**config.mk**
```make
export PLATFORM = sky130hd
export DESIGN_NAME = fifo_paging_translator
export DESIGN_NICKNAME = d
export VERILOG_FILES = /design/src/sv/fpt_pkg.sv /design/src/sv/fpt_table.sv /design/src/sv/fifo_paging_translator.sv
export SDC_FILE = /design/constraint.sdc
export NUM_CORES = 1
export LEC_CHECK = 0
export BUFFER_PORTS_ARGS = -buffer_cell sky130_fd_sc_hd__buf_4
export CAP_MARGIN = 20
export CORE_ASPECT_RATIO = 0.7
export CORE_MARGIN = 8
export CORE_UTILIZATION = 40
export CTS_CLUSTER_DIAMETER = 30
export CTS_CLUSTER_SIZE = 24
export DETAILED_ROUTE_END_ITERATION = 8
export GPL_TIMING_DRIVEN = 0
export HOLD_SLACK_MARGIN = 0.1
export PLACE_DENSITY_LB_ADDON = 0.25
export SYNTH_ARGS = -nofsm -noshare
export SYNTH_HDL_FRONTEND = slang
export SYNTH_SLANG_ARGS = --single-unit
```
**constraint.sdc**
```tcl
create_clock -name clk -period 2.49 [get_ports clk]
set_input_delay 0.498 -clock clk [delete_from_list [all_inputs] [get_ports clk]]
set_output_delay 0.498 -clock clk [all_outputs]
set_load 0.02 [all_outputs]
```
**src/sv/fpt_pkg.sv**
```systemverilog
// Shared types and constants for the FIFO paging translator.
package fpt_pkg;

	localparam int UnitBits = 7;
	localparam int AddrBits = 11;
	localparam int PageBits = 3;

	typedef struct packed {
		logic [PageBits-1:0] page_number;
		logic [UnitBits-1:0] unit_offset;
		logic                is_store;
	} in_item_t;

	typedef struct packed {
		logic                page_fault;
		logic [PageBits-1:0] victim_page;
		logic                write_back;
		logic [AddrBits-1:0] physical_address;
	} out_item_t;

	// block a resident page holds after reset
	function automatic int boot_block(input int pg);
		int blk;
		case (pg)
			0:       blk = 5;
			1:       blk = 8;
			2:       blk = 9;
			3:       blk = 1;
			default: blk = pg;
		endcase
		return blk;
	endfunction

endpackage

```
**src/sv/fpt_table.sv**
```systemverilog
// Page table, frame ring and translate/replace logic: translation is combinational, the table update is registered.
module fpt_table import fpt_pkg::*; #(
	parameter int PAGES  = 8,
	parameter int FRAMES = 4,
	parameter int BLOCKS = 16
) (
	input  logic      clk,
	input  logic      arst_n,
	input  logic      fire,
	input  in_item_t  item,
	output out_item_t res
);

	localparam int PW = $clog2(PAGES);
	localparam int FW = (FRAMES > 1) ? $clog2(FRAMES) : 1;
	localparam int BW = $clog2(BLOCKS);

	logic [PAGES-1:0] present_q;
	logic [PAGES-1:0] dirty_q;
	logic [BW-1:0]    block_q [PAGES];
	logic [PW-1:0]    owner_q [FRAMES];
	logic [FW-1:0]    ptr_q;

	logic          in_range;
	logic [PW-1:0] pg_idx;
	logic [PW-1:0] victim;
	logic          fault;
	logic [BW-1:0] blk_sel;
	logic [FW-1:0] ptr_next;

	assign in_range = (32'(item.page_number) < PAGES);
	assign pg_idx   = PW'(item.page_number);
	assign victim   = owner_q[ptr_q];
	assign fault    = in_range && !present_q[pg_idx];
	assign blk_sel  = fault ? block_q[victim] : block_q[pg_idx];
	assign ptr_next = (32'(ptr_q) == FRAMES - 1) ? '0 : FW'(ptr_q + 1'b1);

	always_comb begin
		res.page_fault       = fault;
		res.victim_page      = fault ? PageBits'(victim) : '0;
		res.write_back       = fault && dirty_q[victim];
		res.physical_address = in_range
			? AddrBits'(AddrBits'(blk_sel) << UnitBits) + AddrBits'(item.unit_offset)
			: '0;
	end

	always_ff @(posedge clk or negedge arst_n) begin
		if (!arst_n) begin
			for (int i = 0; i < PAGES; i++) begin
				present_q[i] <= (i < FRAMES);
				dirty_q[i]   <= 1'b0;
				block_q[i]   <= (i < FRAMES) ? BW'(boot_block(i) % BLOCKS) : '0;
			end
			for (int f = 0; f < FRAMES; f++) begin
				owner_q[f] <= PW'(f % PAGES);
			end
			ptr_q <= '0;
		end else if (fire && in_range) begin
			if (fault) begin
				// evict first, install second: same page ends up resident
				present_q[victim] <= 1'b0;
				dirty_q[victim]   <= 1'b0;
				block_q[victim]   <= '0;
				owner_q[ptr_q]    <= pg_idx;
				present_q[pg_idx] <= 1'b1;
				block_q[pg_idx]   <= block_q[victim];
				ptr_q             <= ptr_next;
			end
			if (item.is_store) begin
				dirty_q[pg_idx] <= 1'b1;
			end
		end
	end

	a_ptr_only_on_fault: assert property (@(posedge clk) disable iff (!arst_n)
		!(fire && fault) |=> $stable(ptr_q))
		else $error("replacement pointer moved without a fault");

	a_ptr_moves_on_fault: assert property (@(posedge clk) disable iff (!arst_n)
		fire && fault |=> (FRAMES == 1) || (ptr_q != $past(ptr_q)))
		else $error("replacement pointer held on a fault");

	a_hit_is_quiet: assert property (@(posedge clk) disable iff (!arst_n)
		!res.page_fault |-> (res.victim_page == '0) && !res.write_back)
		else $error("victim or write-back reported on a hit");

	a_installed: assert property (@(posedge clk) disable iff (!arst_n)
		fire && fault |=> present_q[$past(pg_idx)])
		else $error("faulting page not resident after replacement");

endmodule

```
**src/sv/fifo_paging_translator.sv**
```systemverilog
// Top level: input register, translate/replace stage and result register.
// Accepts one access per clock while the output is not stalled, and returns one
// result per access, in order. The access is captured in an input register,
// the page table lookup, FIFO replacement and address formation are done
// combinationally from that register, and the result sits in an output register
// until taken. The page table is read combinationally and updated when the access
// fires, so no access waits on the one before it; a stalled output holds the pipe.
module fifo_paging_translator import fpt_pkg::*; #(
	parameter int PAGES  = 8,
	parameter int FRAMES = 4,
	parameter int BLOCKS = 16
) (
	input  logic      clk,
	input  logic      arst_n,
	input  logic      in_valid,
	output logic      in_ready,
	input  in_item_t  in_item,
	output logic      out_valid,
	input  logic      out_ready,
	output out_item_t out_item
);

	logic      v_s1;
	in_item_t  item_s1;
	logic      out_valid_q;
	out_item_t out_item_q;
	logic      adv;
	logic      fire;
	out_item_t res;

	assign adv      = !out_valid_q || out_ready;
	assign fire     = v_s1 && adv;
	assign in_ready = !v_s1 || adv;

	fpt_table #(
		.PAGES  (PAGES),
		.FRAMES (FRAMES),
		.BLOCKS (BLOCKS)
	) u_table (
		.clk    (clk),
		.arst_n (arst_n),
		.fire   (fire),
		.item   (item_s1),
		.res    (res)
	);

	always_ff @(posedge clk or negedge arst_n) begin
		if (!arst_n) begin
			v_s1        <= 1'b0;
			out_valid_q <= 1'b0;
		end else begin
			if (in_ready) begin
				v_s1 <= in_valid;
			end
			if (adv) begin
				out_valid_q <= v_s1;
			end
		end
	end

	always_ff @(posedge clk) begin
		if (in_valid && in_ready) begin
			item_s1 <= in_item;
		end
		if (fire) begin
			out_item_q <= res;
		end
	end

	assign out_valid = out_valid_q;
	assign out_item  = out_item_q;

	a_stage_holds: assert property (@(posedge clk) disable iff (!arst_n)
		v_s1 && !adv |=> v_s1 && $stable(item_s1))
		else $error("input stage dropped a stalled item");

	a_result_loaded: assert property (@(posedge clk) disable iff (!arst_n)
		fire |=> out_valid_q)
		else $error("processed item did not reach the result register");

	a_no_phantom: assert property (@(posedge clk) disable iff (!arst_n)
		!v_s1 && adv |=> !out_valid_q)
		else $error("result appeared without an item");

endmodule

```
Word-level counts from Yosys, hierarchy flattened. Cells that the tools add are included.

Bits in latches: 0. Word-level logic and storage cells: 92. Memory bits (read-only): 0. Memories kept: 0. Flip-flop bits (word level): 91. RAM bits: 0. Bits of input ports: 15. Output and inout port bits: 18.

Shifts and indexed selects: 0. Bitwise gates (word level): 11. Mux-type cells: 30. Div/mod/pow operators: 0. Add/sub/neg operators: 2. Reductions and logical operators: 14. Multipliers: 0. Equality and inequality tests: 1. Magnitude comparators: 10.

Operator list (count): $and 32x32->32 (1); $bwmux 32 (1); $not 32->32 (1); $mux 4 (7); $bmux 4 s3 (2); $demux 4 s3 (2); $mux 8 (3); $and 8x8->8 (2); $or 8x8->8 (2); $bwmux 12 (1); $add 11x7->11 (1); $mux 3 (3); $ge 4x4->1 const B (2); $logic_and 1x1->1 (8); $lt 3x4->1 const B (2); $lt 4x1->1 const B (2); $not 3->4 (2); $not 8->8 (1); $bmux 1 s3 (2); $bmux 3 s2 (1); $demux 1 s3 (2); $demux 3 s2 (1); $ge 3x1->1 const B (2); $mux 1 (4); 10 further kinds (13).

Depth between registers and ports, before layout.
Depth in word-level cells: 14. Mapped depth: 7. Mapped depth without buffers: 6.

Modules after synthesis. From an unflattened synthesis, not the netlist that was laid out.

Cells, all modules: 345. Area, all modules: 4370.4 µm².

Modules (own cells, without submodules): fpt_table (cells an instance 310, times used 1, area an instance 3455.8 µm², sequential area each 1569.0 µm²); fifo_paging_translator (cells an instance 35, times used 1, area an instance 914.6 µm², sequential area each 860.8 µm²).

Least setup slack after synthesis. OpenSTA, ideal clock, no wires.

Kind: reg-to-reg. From: reg u_table.ptr_q[0]. To: reg out_item_q (netlist bit out_item[9]), data pin. Clock period less this slack: 2.184 ns. Arrival: 1.918 ns. Path buffers: 2. Required time: 2.225 ns. Cell stages (with the launch flop): 8. Path slack: 0.306 ns. Setup time: 0.265 ns. Cell sequence: dfrtp_1 -> mux4_2 -> buf_4 -> buf_2 -> mux2i_1 -> o22ai_1 -> nor2_2 -> a21oi_1.

RTL lines: start, declared (line fpt_table.sv:22) `logic [FW-1:0] ptr_q;`; start signal, assigned (line fpt_table.sv:67) `ptr_q <= ptr_next;`; end signal, assigned (line fifo_paging_translator.sv:66) `out_item_q <= res;`; end, declared (line fifo_paging_translator.sv:26) `out_item_t out_item_q;`.

Worst setup path after layout.
From: reg item_s1[8] (netlist bit). To: reg u_table.present_q[7].

Word-level cells in the longest chain between the ends: 5. Elaborated cells on any way between the ends: 10. Those cells by class: order compare (2); mux (4); bitwise (2); reduce/logical (2).

Ends and longest elaborated chain: start, declared (line fifo_paging_translator.sv:24) `in_item_t item_s1;`; start signal, assigned (line fifo_paging_translator.sv:63) `item_s1 <= in_item;`; $lt 3x4->1 (implied by the code) / $ge 3x1->1 (equally long branches) (line fpt_table.sv:65) `present_q[pg_idx] <= 1'b1;`; $logic_and 1x1->1 (implied by the code) (line fpt_table.sv:65); $mux 1 (implied by the code) (line fpt_table.sv:65); $demux 1 s3; $or 8x8->8 (no source line); end signal, assigned by index (line fpt_table.sv:50) `present_q[i] <= (i < FRAMES);`; end, declared (line fpt_table.sv:18) `logic [PAGES-1:0] present_q;`.

Parallel ways exist; a longest one is shown, timed or not. The select of a mux whose other input is x is not followed. A chain may end at the register's enable or synchronous reset.

==> results.toml <==
[cts]
htree_levels = 3
clk_root_buffer_cell = "clkbuf_16"
numCtsBuffers = 9
clock_latency_ns = 0.35
tritoncts = "done"
clock-sinks = 91
holdBufCountCts = 0
clk_pin_slew_ns = 0.06
clockBufferDepth = 2

[placed_design]
dp_hpwl_mm = 7.63
preCtsSetupSlack_ns = -0.117
place_congestion = 0.905
port_buffers = 32

[logic_synthesis]
yosysTopAreaCell = "dfrtp_1"
synth.cell_area_mm2 = 0.00424
synth_top_flop_cell = "dfrtp_1"
ys_warn_count = 0
synth_top_area_frac = 0.295
synthArstFlopShare = 0.703
syn_area_per_cell_um2 = 12.8
syn_inst = 331
ys_seq_area_frac = 0.573
synth_cell_types = 46
synth-edff-count = 27
postSynthRegisterBits = 91
synth_top_cells_by_area = "dfrtp_1 30%, edfxtp_1 19%, dfstp_2 8.7%"
synth_nets = 350

[floorplan]
ios = 33
dieArea_mm2 = 0.0142
chipWidth_um = 139
placeableCoreArea_mm2 = 0.0103
die_y_um = 102
row_count = 31
start_util = 0.411

[final_layout]
final_cell_mix = "49 x dfrtp_1, 40 x o2bb2ai_1, 37 x buf_4"
final_common_cell = "dfrtp_1"
fin_nets = 396
area_growth_pct = 18.7
drive_above_1_share = 0.301
diodes = 0
final_util = 0.487

[route]
vias = 3013
drtPass1Iterations = 5
wl_per_cell_um = 20.8
viasPerCell = 5.86
drt-total-wl_mm = 10.7
first_iter_violations = 317
remaining_drc_errors = 0
ant_nets = 0

[pwr]
power-per-cell-area_mw_per_mm2 = 1130
ir_drop_v = 0.000417
total_power_mw = 5.67
leakage_nw = 1.97

[global_routing]
grt_pass1_vias = 3016
overflow = 0
grt_pass1_wl_mm = 17.5
gr-usage-all-layers = 0.162
antenna_found_initial = 0
grt_max_degree = 65

[sta]
fmax_mhz = 412
slew_violations = 0
setup_ws_ns = 0.0644
rsz0062_at_grt = "false"
skew_ns = 0.0107
setup_viol = 0
timing.slew.headroom = 0.464
hold_violations = 0
worst_slew_pin_slew_ns = 0.804
setup_tns_ns = 0
min_period_ns = 2.43
period_share = 0.974

[critical_path]
cp.arrival_ns = 2.67
crit_type = "flop to flop"
cp.required_ns = 2.73
worstPathMaxFanout = 10
worstSetupStartpointType = "flop"
end_kind = "flop"

[hold_path]
hold_path.class = "primary input to asynchronous set/reset pin"

[flow_run]
cap_violations = 0

[status]
status = "complete, no violations"
-- cell usage after synthesis, types with 2 or more instances --
master,instances
dfrtp_1,50
o2bb2ai_1,41
edfxtp_1,27
nand2_1,26
mux2i_1,20
dfstp_2,14
mux2_2,14
nand3_1,11
o21ai_0,11
o22ai_1,9
mux4_2,8
nor2_1,8
clkbuf_1,7
nand2b_1,7
a21oi_1,5
inv_1,5
nor2b_1,5
nor3_1,5
or3_1,5
and2_1,4
buf_2,4
ha_1,4
nor2_2,4
a22o_1,3
a32o_1,3
buf_1,3
nand3b_1,3
a211oi_1,2
a221oi_1,2
a31oi_1,2
o21ai_1,2
o22a_1,2
or2_2,2
-- sequential cells by signal, indices dropped and copies added (netlist names) --
signal / flops
u_table.block_q: 32
out_item: 16
u_table.owner_q: 12
item_s1: 11
u_table.dirty_q: 8
u_table.present_q: 8
u_table.ptr_q: 2
out_valid: 1
v_s1: 1
-- path summary, 6_finish.rpt --
check	from	end	slack, ns	cells past startpoint
worst max-delay path	item_s1[8]	u_table.present_q[7]	0.06	6
worst min-delay path	arst_n	u_table.owner_q[3]	0.24	1
worst max register to register	item_s1[8]	u_table.present_q[7]	0.06	6
worst min register to register	item_s1[5]	out_item[4]	0.42	0
max in group asynchronous	arst_n	u_table.ptr_q[0]	1.69	1
min in group clk	in_item[7]	item_s1[7]	0.32	1
-- power breakdown --
| part | leakage, nW | internal [mW] | switching (mW) |
|---|---|---|---|
| clock network | 0.159 | 0.877 | 0.580 |
| logic | 0.758 | 0.858 | 1.21 |
| registers | 1.06 | 1.95 | 0.194 |
| total | 1.97 | 3.68 | 1.99 |
-- logic make-up after synthesis --
kind of cell,Yosys count,share of synthesized area
flip-flops,91,0.573
AO/OA/AOI/OAI,87,0.157
AND/OR/NAND/NOR,84,0.104
adder cells (fa/ha/maj),4,0.0118
buffers and inverters,22,0.0236
multiplexers,43,0.130
-- layer usage --
layer  part of all wire  track usage  vias up
met5                  0            0        -
met4              0.013       0.0495        0
met3              0.078       0.0611       14
met2               0.40        0.217      123
met1               0.51        0.234     1505
li1                   -            -     1371
-- metrics by stage --
stage          hold WS [ns]  area [µm²]  cells
6_report              0.245        5030    514
3_5_place_dp          0.409        4640    495
3_3_place_gp          0.401        4640    495
2_1_floorplan         0.202        4240    331
5_1_grt               0.297        5030    514
4_1_cts               0.269        4970    510
-- critical path, cell delays in order (launching register included) --
cell      delay, ns
edfxtp_1       0.49
mux4_2         0.59
mux2_4         0.37
clkinv_2       0.16
nand2_4        0.11
or3_1          0.37
a21bo_1        0.21
-- repair_timing --
action,4_1_cts,5_1_grt
buffers inserted,0,4
gates cloned,0,0
pin swaps,0,1
endpoints found under the setup margin,33,16
endpoints found under the hold margin,0,0
resized for setup,3,12
-- cell type report --
cell class              instances  area [µm²]
inverters                       6        27.5
well taps                     132         165
clock inverters                 7        92.6
flip-flops and latches         91        2430
plain buffers                  15        81.3
multi-input cells             218        1740
repair buffers                 36         270
clock buffers                   9         225
fillers                       934        5290
Note: power is estimated with default switching activity, not from simulation.
